===== src/rtl/adsr_pkg.sv =====
// Package with the types, constants and codes of the envelope generator.
package adsr_pkg;

   localparam int LEVEL_FRAC_BITS = 19;
   localparam int LEVEL_W         = LEVEL_FRAC_BITS + 5;
   localparam int GAIN_BITS       = 16;
   localparam int FACTOR_W        = 24;
   localparam int FACTOR_FRAC     = 22;
   localparam int OUT_W           = 24;
   localparam int OUT_FRAC        = 17;
   localparam int OUT_SHIFT       = LEVEL_FRAC_BITS + GAIN_BITS - 2 - OUT_FRAC;
   localparam int MUL_W           = (LEVEL_W > FACTOR_W) ? LEVEL_W : FACTOR_W;
   localparam int PROD_W          = 2 * MUL_W;
   localparam int CSR_ADDR_W      = 3;
   localparam int CSR_DATA_W      = 24;

   localparam logic [LEVEL_W-1:0]   LEVEL_ONE = LEVEL_W'(1) << LEVEL_FRAC_BITS;
   localparam logic [LEVEL_W-1:0]   LEVEL_MAX = '1;
   localparam logic [OUT_W-1:0]     OUT_MAX   = '1;
   localparam logic [GAIN_BITS-1:0] GAIN_STEP =
      GAIN_BITS'(((1 << (GAIN_BITS - 2)) + 50) / 100);

   localparam logic [CSR_ADDR_W-1:0] CSR_ATTACK_RATE     = 3'd0;
   localparam logic [CSR_ADDR_W-1:0] CSR_ADDITIVE_ATTACK = 3'd1;
   localparam logic [CSR_ADDR_W-1:0] CSR_DECAY_FACTOR    = 3'd2;
   localparam logic [CSR_ADDR_W-1:0] CSR_SUSTAIN_LEVEL   = 3'd3;
   localparam logic [CSR_ADDR_W-1:0] CSR_RELEASE_FACTOR  = 3'd4;
   localparam logic [CSR_ADDR_W-1:0] CSR_PEAK_LEVEL      = 3'd5;
   localparam logic [CSR_ADDR_W-1:0] CSR_REZERO          = 3'd6;
   localparam logic [CSR_ADDR_W-1:0] CSR_CONDITIONAL     = 3'd7;

   typedef enum logic [2:0] {
      PH_ATTACK  = 3'd0,
      PH_DECAY   = 3'd1,
      PH_SUSTAIN = 3'd2,
      PH_RELEASE = 3'd3,
      PH_DONE    = 3'd4
   } phase_type;

   typedef enum logic [2:0] {
      ST_IDLE,
      ST_EVAL,
      ST_MUL,
      ST_LVL,
      ST_ENV
   } state_type;

   typedef enum logic [1:0] {
      EV_STAY,
      EV_MUL,
      EV_ENV
   } eval_type;

   typedef struct packed {
      logic                 key_on;
      logic                 key_off;
      logic                 retrigger;
      logic [GAIN_BITS-1:0] target_gain;
   } req_type;

   typedef struct packed {
      logic [OUT_W-1:0] envelope;
      logic             finished;
      logic [2:0]       phase;
   } rsp_type;

   typedef struct packed {
      logic [23:0] attack_rate;
      logic        additive_attack;
      logic [22:0] decay_factor;
      logic [23:0] sustain_level;
      logic [22:0] release_factor;
      logic [23:0] peak_level;
      logic        rezero;
      logic        conditional;
   } cfg_type;

   typedef struct packed {
      logic accept;
      logic eval;
      logic mul;
      logic lvl;
      logic emit;
   } cmd_type;

   typedef struct packed {
      eval_type eval;
      logic     out_free;
   } sts_type;

endpackage


===== src/rtl/adsr_csr.sv =====
// Configuration registers of the envelope generator.
module adsr_csr (
   input  logic                             clock,
   input  logic                             reset,
   input  logic                             csr_we,
   input  logic [adsr_pkg::CSR_ADDR_W-1:0]  csr_addr,
   input  logic [adsr_pkg::CSR_DATA_W-1:0]  csr_wdata,
   output adsr_pkg::cfg_type                cfg
);
   import adsr_pkg::*;

   cfg_type cfg_ff;
   cfg_type cfg_in;

   always_comb begin
      cfg_in = cfg_ff;
      if (csr_we) begin
         case (csr_addr)
            CSR_ATTACK_RATE:     cfg_in.attack_rate     = csr_wdata[23:0];
            CSR_ADDITIVE_ATTACK: cfg_in.additive_attack = csr_wdata[0];
            CSR_DECAY_FACTOR:    cfg_in.decay_factor    = csr_wdata[22:0];
            CSR_SUSTAIN_LEVEL:   cfg_in.sustain_level   = csr_wdata[23:0];
            CSR_RELEASE_FACTOR:  cfg_in.release_factor  = csr_wdata[22:0];
            CSR_PEAK_LEVEL:      cfg_in.peak_level      = csr_wdata[23:0];
            CSR_REZERO:          cfg_in.rezero          = csr_wdata[0];
            CSR_CONDITIONAL:     cfg_in.conditional     = csr_wdata[0];
            default:             cfg_in = cfg_ff;
         endcase
      end
   end

   always_ff @(posedge clock) begin
      if (reset) begin
         cfg_ff.attack_rate     <= 24'd4236247;
         cfg_ff.additive_attack <= 1'b0;
         cfg_ff.decay_factor    <= 23'd4152361;
         cfg_ff.sustain_level   <= 24'd524288;
         cfg_ff.release_factor  <= 23'd4152361;
         cfg_ff.peak_level      <= 24'd6291456;
         cfg_ff.rezero          <= 1'b0;
         cfg_ff.conditional     <= 1'b0;
      end else begin
         cfg_ff <= cfg_in;
      end
   end

   assign cfg = cfg_ff;

endmodule


===== src/rtl/adsr_ctrl.sv =====
// Sequencing state machine of the envelope generator.
module adsr_ctrl (
   input  logic              clock,
   input  logic              reset,
   input  logic              req_valid,
   output logic              req_ready,
   input  adsr_pkg::sts_type sts,
   output adsr_pkg::cmd_type cmd
);
   import adsr_pkg::*;

   state_type state_ff;
   state_type state_in;

   always_comb begin
      state_in = state_ff;
      case (state_ff)
         ST_IDLE: begin
            if (req_valid) begin
               state_in = ST_EVAL;
            end
         end
         ST_EVAL: begin
            case (sts.eval)
               EV_MUL:  state_in = ST_MUL;
               EV_ENV:  state_in = ST_ENV;
               default: state_in = ST_EVAL;
            endcase
         end
         ST_MUL: state_in = ST_LVL;
         ST_LVL: state_in = ST_ENV;
         ST_ENV: begin
            if (sts.out_free) begin
               state_in = ST_IDLE;
            end
         end
         default: state_in = ST_IDLE;
      endcase
   end

   always_comb begin
      req_ready  = (state_ff == ST_IDLE);
      cmd.accept = (state_ff == ST_IDLE) && req_valid;
      cmd.eval   = (state_ff == ST_EVAL);
      cmd.mul    = (state_ff == ST_MUL);
      cmd.lvl    = (state_ff == ST_LVL);
      cmd.emit   = (state_ff == ST_ENV) && sts.out_free;
   end

   always_ff @(posedge clock) begin
      if (reset) begin
         state_ff <= ST_IDLE;
      end else begin
         state_ff <= state_in;
      end
   end

endmodule


===== src/rtl/adsr_dp.sv =====
// Datapath of the envelope generator: level, gain, shared multiplier and output register.
module adsr_dp (
   input  logic              clock,
   input  logic              reset,
   input  adsr_pkg::cfg_type cfg,
   input  adsr_pkg::cmd_type cmd,
   output adsr_pkg::sts_type sts,
   input  adsr_pkg::req_type req_data,
   output logic              rsp_valid,
   input  logic              rsp_ready,
   output adsr_pkg::rsp_type rsp_data
);
   import adsr_pkg::*;

   phase_type            phase_ff, phase_in;
   logic [LEVEL_W-1:0]   level_ff, level_in;
   logic [GAIN_BITS-1:0] smooth_ff, smooth_in;
   logic [GAIN_BITS-1:0] target_ff, target_in;
   logic                 up_ff, up_in;
   logic                 dn_ff, dn_in;
   logic                 pend_ff, pend_in;
   logic [PROD_W-1:0]    prod_ff, prod_in;
   rsp_type              rsp_ff, rsp_in;
   logic                 rsp_valid_ff, rsp_valid_in;

   phase_type            acc_phase;
   logic                 acc_pend;
   logic [LEVEL_W-1:0]   acc_level;
   phase_type            post_phase;
   logic [MUL_W-1:0]     mul_a, mul_b, factor;
   logic [PROD_W-1:0]    mul_p;
   logic [LEVEL_W-1:0]   lvl_scaled;
   logic [LEVEL_W:0]     lin_sum;
   logic [LEVEL_W-1:0]   lin_level;
   logic [OUT_W-1:0]     env_val;
   logic                 env_zero;
   logic [GAIN_BITS:0]   up_sum;
   logic [GAIN_BITS-1:0] dn_diff;
   logic [GAIN_BITS-1:0] glide_val;

   // Events of the accepted word, applied in order: key-off, pending release, triggers.
   always_comb begin
      acc_phase = phase_ff;
      acc_pend  = pend_ff;
      acc_level = level_ff;
      if (req_data.key_off) begin
         acc_pend = 1'b1;
         if (!cfg.conditional || phase_ff != PH_ATTACK) begin
            acc_phase = PH_RELEASE;
         end
      end
      if (acc_pend && cfg.conditional && acc_phase != PH_ATTACK) begin
         acc_phase = PH_RELEASE;
      end
      if (req_data.key_on && (cfg.rezero || level_ff < LEVEL_ONE)) begin
         acc_level = LEVEL_ONE;
      end
      if (req_data.key_on || req_data.retrigger) begin
         if (cfg.rezero) begin
            acc_level = LEVEL_ONE;
         end
         acc_phase = PH_ATTACK;
         acc_pend  = 1'b0;
      end
   end

   always_comb begin
      case (phase_ff)
         PH_RELEASE: factor = MUL_W'(cfg.release_factor);
         PH_ATTACK:  factor = MUL_W'(cfg.attack_rate);
         default:    factor = MUL_W'(cfg.decay_factor);
      endcase
      if (cmd.mul) begin
         mul_a = MUL_W'(level_ff);
         mul_b = factor;
      end else begin
         mul_a = MUL_W'(level_ff - LEVEL_ONE);
         mul_b = MUL_W'(smooth_ff);
      end
      mul_p = PROD_W'(mul_a) * PROD_W'(mul_b);
   end

   always_comb begin
      if (|prod_ff[PROD_W-1:FACTOR_FRAC+LEVEL_W]) begin
         lvl_scaled = LEVEL_MAX;
      end else begin
         lvl_scaled = prod_ff[FACTOR_FRAC +: LEVEL_W];
      end
      lin_sum = {1'b0, level_ff} + (LEVEL_W + 1)'(cfg.attack_rate);
      lin_level = lin_sum[LEVEL_W] ? LEVEL_MAX : lin_sum[LEVEL_W-1:0];
      env_zero = (phase_ff == PH_DONE) || (level_ff <= LEVEL_ONE) || (smooth_ff == '0);
      if (env_zero) begin
         env_val = '0;
      end else if (|mul_p[PROD_W-1:OUT_SHIFT+OUT_W]) begin
         env_val = OUT_MAX;
      end else begin
         env_val = mul_p[OUT_SHIFT +: OUT_W];
      end
   end

   always_comb begin
      up_sum  = {1'b0, smooth_ff} + (GAIN_BITS + 1)'(GAIN_STEP);
      dn_diff = smooth_ff - GAIN_STEP;
      glide_val = smooth_ff;
      if (up_ff) begin
         glide_val = (up_sum > {1'b0, target_ff}) ? target_ff : up_sum[GAIN_BITS-1:0];
      end else if (dn_ff) begin
         glide_val = (smooth_ff < GAIN_STEP || dn_diff < target_ff) ? target_ff : dn_diff;
      end
   end

   always_comb begin
      post_phase = phase_ff;
      case (phase_ff)
         PH_RELEASE: begin
            if (level_ff <= LEVEL_ONE) begin
               post_phase = PH_DONE;
            end
         end
         PH_ATTACK: begin
            if (level_ff >= cfg.peak_level) begin
               post_phase = PH_DECAY;
            end
         end
         PH_DECAY: begin
            if (level_ff <= cfg.sustain_level) begin
               post_phase = PH_SUSTAIN;
            end
         end
         default: post_phase = phase_ff;
      endcase
   end

   always_comb begin
      case (phase_ff)
         PH_RELEASE: sts.eval = (level_ff > LEVEL_ONE) ? EV_MUL : EV_STAY;
         PH_ATTACK: begin
            if (level_ff < cfg.peak_level) begin
               sts.eval = cfg.additive_attack ? EV_ENV : EV_MUL;
            end else begin
               sts.eval = EV_STAY;
            end
         end
         PH_DECAY:   sts.eval = (level_ff > cfg.sustain_level) ? EV_MUL : EV_STAY;
         PH_SUSTAIN: sts.eval = EV_ENV;
         default:    sts.eval = EV_ENV;
      endcase
      sts.out_free = !rsp_valid_ff || rsp_ready;
   end

   always_comb begin
      phase_in     = phase_ff;
      level_in     = level_ff;
      smooth_in    = smooth_ff;
      target_in    = target_ff;
      up_in        = up_ff;
      dn_in        = dn_ff;
      pend_in      = pend_ff;
      prod_in      = prod_ff;
      rsp_in       = rsp_ff;
      rsp_valid_in = rsp_valid_ff && !rsp_ready;

      if (cmd.accept) begin
         phase_in  = acc_phase;
         pend_in   = acc_pend;
         level_in  = acc_level;
         target_in = req_data.target_gain;
         up_in     = smooth_ff < req_data.target_gain;
         dn_in     = smooth_ff > req_data.target_gain;
      end

      if (cmd.eval) begin
         case (phase_ff)
            PH_RELEASE: begin
               if (level_ff <= LEVEL_ONE) begin
                  level_in = LEVEL_ONE;
                  phase_in = PH_DONE;
                  pend_in  = 1'b0;
               end
            end
            PH_ATTACK: begin
               if (level_ff < cfg.peak_level) begin
                  if (cfg.additive_attack) begin
                     level_in = lin_level;
                  end
               end else begin
                  phase_in = PH_DECAY;
               end
            end
            PH_DECAY: begin
               if (level_ff <= cfg.sustain_level) begin
                  phase_in = PH_SUSTAIN;
               end
            end
            PH_SUSTAIN: level_in = cfg.sustain_level;
            default:    phase_in = PH_DONE;
         endcase
      end

      if (cmd.mul) begin
         prod_in = mul_p;
      end

      if (cmd.lvl) begin
         level_in = lvl_scaled;
      end

      if (cmd.emit) begin
         phase_in = post_phase;
         if (phase_ff == PH_RELEASE && post_phase == PH_DONE) begin
            level_in = LEVEL_ONE;
            pend_in  = 1'b0;
         end
         if (phase_ff != PH_DONE) begin
            smooth_in = glide_val;
         end
         rsp_in.envelope = env_val;
         rsp_in.finished = (post_phase == PH_DONE);
         rsp_in.phase    = post_phase;
         rsp_valid_in    = 1'b1;
      end
   end

   always_ff @(posedge clock) begin
      if (reset) begin
         phase_ff     <= PH_DONE;
         level_ff     <= LEVEL_ONE;
         smooth_ff    <= '0;
         pend_ff      <= 1'b0;
         rsp_valid_ff <= 1'b0;
      end else begin
         phase_ff     <= phase_in;
         level_ff     <= level_in;
         smooth_ff    <= smooth_in;
         pend_ff      <= pend_in;
         rsp_valid_ff <= rsp_valid_in;
      end
   end

   always_ff @(posedge clock) begin
      target_ff <= target_in;
      up_ff     <= up_in;
      dn_ff     <= dn_in;
      prod_ff   <= prod_in;
      rsp_ff    <= rsp_in;
   end

   assign rsp_valid = rsp_valid_ff;
   assign rsp_data  = rsp_ff;

endmodule


===== src/rtl/adsr_envelope_generator.sv =====
// ADSR envelope generator top level. One word per audio sample goes in and one
// envelope word comes out. The events of a word are applied in the accepting cycle,
// then the word is evaluated once for each phase that the tick passes through without
// output, and the multiplicative attack, decay and release form the level product on
// the single shared 24 by 24 bit multiplier and register it (MUL, then LVL); the same
// multiplier then forms the gain-scaled output in the last state (ENV). Words are
// worked on one at a time; the next word is taken in the cycle after a result enters
// the output register, which holds it until the consumer takes it. Configuration
// registers may be written only while no word is in flight.
module adsr_envelope_generator (
   input  logic                            clock,
   input  logic                            reset,
   input  logic                            req_valid,
   output logic                            req_ready,
   input  adsr_pkg::req_type               req_data,
   output logic                            rsp_valid,
   input  logic                            rsp_ready,
   output adsr_pkg::rsp_type               rsp_data,
   input  logic                            csr_we,
   input  logic [adsr_pkg::CSR_ADDR_W-1:0] csr_addr,
   input  logic [adsr_pkg::CSR_DATA_W-1:0] csr_wdata
);
   import adsr_pkg::*;

   cfg_type cfg;
   cmd_type cmd;
   sts_type sts;

   adsr_csr u_csr (
      .clock     (clock),
      .reset     (reset),
      .csr_we    (csr_we),
      .csr_addr  (csr_addr),
      .csr_wdata (csr_wdata),
      .cfg       (cfg)
   );

   adsr_ctrl u_ctrl (
      .clock     (clock),
      .reset     (reset),
      .req_valid (req_valid),
      .req_ready (req_ready),
      .sts       (sts),
      .cmd       (cmd)
   );

   adsr_dp u_dp (
      .clock     (clock),
      .reset     (reset),
      .cfg       (cfg),
      .cmd       (cmd),
      .sts       (sts),
      .req_data  (req_data),
      .rsp_valid (rsp_valid),
      .rsp_ready (rsp_ready),
      .rsp_data  (rsp_data)
   );

endmodule


===== config.mk =====
export PLATFORM = sky130hd
export DESIGN_NAME = adsr_envelope_generator
export DESIGN_NICKNAME = d
export VERILOG_FILES = /design/src/rtl/adsr_pkg.sv /design/src/rtl/adsr_csr.sv /design/src/rtl/adsr_ctrl.sv /design/src/rtl/adsr_dp.sv /design/src/rtl/adsr_envelope_generator.sv
export SDC_FILE = /design/constraint.sdc
export NUM_CORES = 2
export LEC_CHECK = 0
export CAP_MARGIN = 20
export CORE_MARGIN = 2
export CORE_UTILIZATION = 40
export DETAILED_ROUTE_END_ITERATION = 10
export DONT_BUFFER_PORTS = 1
export MAX_ROUTING_LAYER = met4
export PLACE_DENSITY = 0.54
export RECOVER_POWER = 100
export SETUP_SLACK_MARGIN = 0.4
export SLEW_MARGIN = 5
export SYNTH_ARGS = -nofsm -noshare
export SYNTH_HDL_FRONTEND = slang
export SYNTH_HIERARCHICAL = 1
export SYNTH_SLANG_ARGS = --single-unit

===== constraint.sdc =====
create_clock -name clock -period 17.35 [get_ports clock]
set_input_delay 2.6025 -clock clock [delete_from_list [all_inputs] [get_ports clock]]
set_output_delay 2.6025 -clock clock [all_outputs]
set_load 0.005 [all_outputs]

After elaboration in Yosys (flattened, before gate mapping) --
Cells that the tools add are included.
Word-level totals: input port bits 51, word-level logic and storage cells 150, register bits 263, output and inout bits 30
Cells by class: equality and inequality tests 21, $add $sub $neg 4, $mul 1, reduce and logical (&&, ||, !) cells 36, mux-type cells 55, $lt $le $gt $ge 12
Operators with widths (number):
- $mux W24 | 16
- $pmux W24 S3 | 1
- $mux W16 | 4
- $mul A24 B24 Y48 | 1
- $pmux W24 S2 | 1
- $mux W3 | 15
- $lt A16 B16 Y1 | 2
- $add A24 B24 Y25 | 1
- $ge A24 B24 Y1 | 1
- $gt A24 B20 Y1 const B | 1
- $gt A24 B24 Y1 | 1
- $le A24 B20 Y1 const B | 1
- $le A24 B24 Y1 | 1
- $lt A24 B20 Y1 const B | 1
- $lt A24 B24 Y1 | 1
- $sub A24 B20 Y24 const B | 1
- $eq A3 B3 Y1 const B | 7
- $eq A3 B2 Y1 const B | 6
- $reduce_and A2 Y1 | 9
- $add A16 B8 Y17 const B | 1
- $gt A17 B16 Y1 | 1
- $gt A16 B16 Y1 | 1
- $logic_not A16 Y1 | 1
- $lt A16 B8 Y1 const B | 1
- 23 further kinds | 53

Depth between registers and ports, before layout --
depth after elaboration 14, mapped depth 38, mapped depth without buffers 32

Cells and area by module --
Netlist, hierarchy kept.
Modules (own cells, without submodules):
- adsr_dp | instances 1, area an instance 29497.0 um2, cells an instance 3486, sequential area each 3062.9 um2
- adsr_csr | instances 1, area an instance 4819.6 um2, cells an instance 455, sequential area each 2422.3 um2
- adsr_ctrl | instances 1, area an instance 212.7 um2, cells an instance 24, sequential area each 60.1 um2

Worst setup path before layout --
OpenSTA, ideal clock, no wires.
path type flip-flop to flip-flop, from register u_ctrl.state_ff[0], to register u_dp.rsp_ff (netlist bit u_dp/rsp_data[4]) (data pin), data arrival time 9307 ps, slack 7765 ps, stages on the path, launching flop included 33, period minus slack after synthesis 9585 ps, setup time 278 ps, required time 17072 ps, path buffers 4, cells stage by stage dfxtp_1 > nand2b_1 > nor2_1 > inv_1 > clkbuf_1 > mux2i_1 > clkbuf_1 > nand2_1 > fa_1 > inv_1 > fa_1 > inv_1 > fa_1 > inv_1 > fa_1 > fa_1 > fa_1 > inv_1 > fa_1 > inv_1 > ha_1 > clkbuf_1 > nand4_1 > or4_1 > inv_1 > and3_1 > a21oi_1 > nand3_1 > a41oi_1 > xnor2_1 > nor4b_4 > buf_6 > a31oi_1
RTL lines:
- start: declaration | line adsr_ctrl.sv:12 | state_type state_ff;
- start signal: assignment | line adsr_ctrl.sv:54 | state_ff <= state_in;
- end signal: assignment | line adsr_dp.sv:245 | rsp_ff <= rsp_in;
- end: declaration | line adsr_dp.sv:23 | rsp_type rsp_ff, rsp_in;

==> metrics.txt <==
Arr. time, crit path 13,800 ps; Most Frequent Cell on Critical Path fa_1; maximum clock path buffer count 3; P per Cell Area 42.74 mW/mm2; GRT met2 Usage 44.22%; sequential element share of the synthesized area 16.06%; die width 297.8 um; Worst Path Buf+Inv 8; Worst EP required 17,630 ps; failing checks max-capacitance violations, max-slew violations; initial antenna violation count 2; MaxCap Viol Count 7; Final Hold Viols 0; reg-to-reg slack, setup 3830 ps; sum of negative setup slack 0 ps; Global Route met1 Usage 38.16%; DR WL/cell 24.38 um; async set-reset flop share out of synthesis 0%; minimum clock period after layout 13,520 ps; Leak 16.61 nW; Distinct cells, synth 91; post-synth net total 4,791; DRT Pass-1 Iters 6; CTS tree built; FP Rows 107; Crit path max-delay family buffers and inverters; final worst-path cycle share 77.91%; endpoint class of the critical path flop; worst-skew pair later-pin latency 580 ps; total global routing overflow 0; root buffer cell clkbuf_16; Tot Pwr 1.563 mW; Crit Path Max Fanout 34; Core ar. 0.08541 mm2; Iteration-0 DRC Markers 2,562; synthesis-stage register bit count 241; number of global-route vias before repair 28,850; vias after detailed routing 28,080; GPL Wtd Cong 0.9922; CTS resizes 0; Antenna Nets Post-Route 0; RSZ-0062 raised after global routing no; status finished, violations left; Post-CTS Setup Inserts 0; top_reg_cell synth dfxtp_1; Worst-Margin Slew 2256 ps; die footprint 0.08869 mm2; Worst Skew 15.30 ps; Slew HR -50.41%; die span in y 297.8 um; Total Nets Final 4,673; post-layout util 42.81%; Post-DP HPWL 92,490 um; drt drc 0; Setup crit start kind flop; Clk pin slew, worst setup/hold paths 60 ps; Routed WL 122,100 um; crit-path max cell delay 1710 ps; Synth Warn # 6; largest net degree at the start of global routing 195; share of cells above drive strength 1 4.191%; total CTS buffers 27; most frequent cells in the layout inv_1 (676), fa_1 (482), nand2_1 (392); Total GRT Usage 28.48%; EDFF count, synth 72; met3 Use GR 5.994%; HP Class reg -> reg; initial core utilization 40.43%; Port Buffer Count 0; H-tree depth 1; vias per cell 5.604; Max IR drop VDD 0.06246 mV; io pins 81; setup violators final 0; count of final max-slew check failures 204; Syn Inst Count 3,965; most common cell after layout, fill and taps aside inv_1; CTS Sinks 241; Post-Synthesis Mean Instance Area 8.709 um2; hold_buf cts 0; first-pass GRT wire length 185,500 um; f_max 0.07398 GHz; gr busiest metal met2; crit path kind reg -> reg; Synth Cell Area 0.03453 mm2; area delta synth->final 5.888%; Worst path slowest cell clkbuf_1
==> layout make-up <==
class / instances / area (um2)
timing repair buffer: 81 / 563.0
clock inverter: 15 / 195.2
fill: 8683 / 48850
antenna: 1 / 2.502
tap: 1144 / 1431
clock buffer: 32 / 726.9
inverter: 678 / 2545
sequential: 241 / 5547
multi-input combinational: 2818 / 25550
==> stage by stage <==
stage / setup WS [ps] / cell area [um2] / cells / hold WS, ps
floorplan: 7765 / 34530 / 3965 / 447.0
global placement: 6821 / 35770 / 4962 / 457.9
detailed placement: 6752 / 35770 / 4962 / 464.1
CTS: 6753 / 36690 / 5009 / 475.8
global route: 3250 / 36560 / 5009 / 492.3
finish: 3832 / 36560 / 5010 / 477.3
==> cell usage after synthesis, drive strengths merged (41+ instances only) <==
cell	instances	area [um2]
a21o	47	352.8
a21oi	166	834.6
a31oi	41	256.5
and2	163	1021
buf	48	256.5
clkbuf	180	675.7
dfxtp	169	3383
edfxtp	72	2162
fa	482	9649
ha	293	3666
inv	676	2537
mux2i	126	1261
nand2	392	1471
nand2b	146	920.9
nand4	42	262.8
nor2	221	829.6
nor2b	105	656.9
nor3	50	260.3
o21ai	121	605.6
xnor2	47	411.6
==> tightest hold or removal path, cell delays in order (launching register included) <==
cell and delay [ps]:
dfxtp_1 310, nand2b_1 60, mux2i_1 60
==> registers in the layout (all words and copies together), names as in the netlist <==
name             count
u_csr/cfg          121
u_dp/up_ff           1
u_dp/level_ff       24
u_ctrl/state_ff      3
u_dp/pend_ff         1
u_dp/prod_ff        26
u_dp/smooth_ff      16
u_dp/rsp_data       28
u_dp/phase_ff        3
u_dp/rsp_valid       1
u_dp/dn_ff           1
u_dp/target_ff      16
==> worst paths after layout <==
kind | start | depth (start not counted) | end
setup / recovery | u_ctrl/state_ff[1] | 30 | u_dp/rsp_data[16]
hold / removal | u_csr/cfg[17] | 2 | u_csr/cfg[17]
setup reg to reg | u_ctrl/state_ff[1] | 30 | u_dp/rsp_data[16]
hold reg to reg | u_csr/cfg[17] | 2 | u_csr/cfg[17]
==> cell families (layout without fill, tap and decap cells) <==
family	after synthesis	in the layout	share of synthesized area [%]
adders and majority gates	775	775	38.56
and+or+nand+nor	1219	1219	17.74
xor gates and xnor gates	77	77	1.953
muxes	129	129	3.750
buffers and inverters	906	806	10.07
DFF	241	241	16.06
other	0	1	0
AOI/OAI and AO/OA	618	618	11.86
==> layer usage <==
layer	wire length, um	vias to the layer above
li1	-	12560
met1	52900	14210
met2	54970	1113
met3	10860	195
met4	3409	0
met5	0	-
==> report_power, final <==
group	internal, mW	leakage, nW	switching (mW)	total, mW
registers	0.599	2.05	0.0222	0.621
logic	0.0974	14.1	0.217	0.315
clock network	0.360	0.459	0.267	0.627
total	1.06	16.6	0.507	1.56
Note: power is estimated with default switching activity, not from simulation.
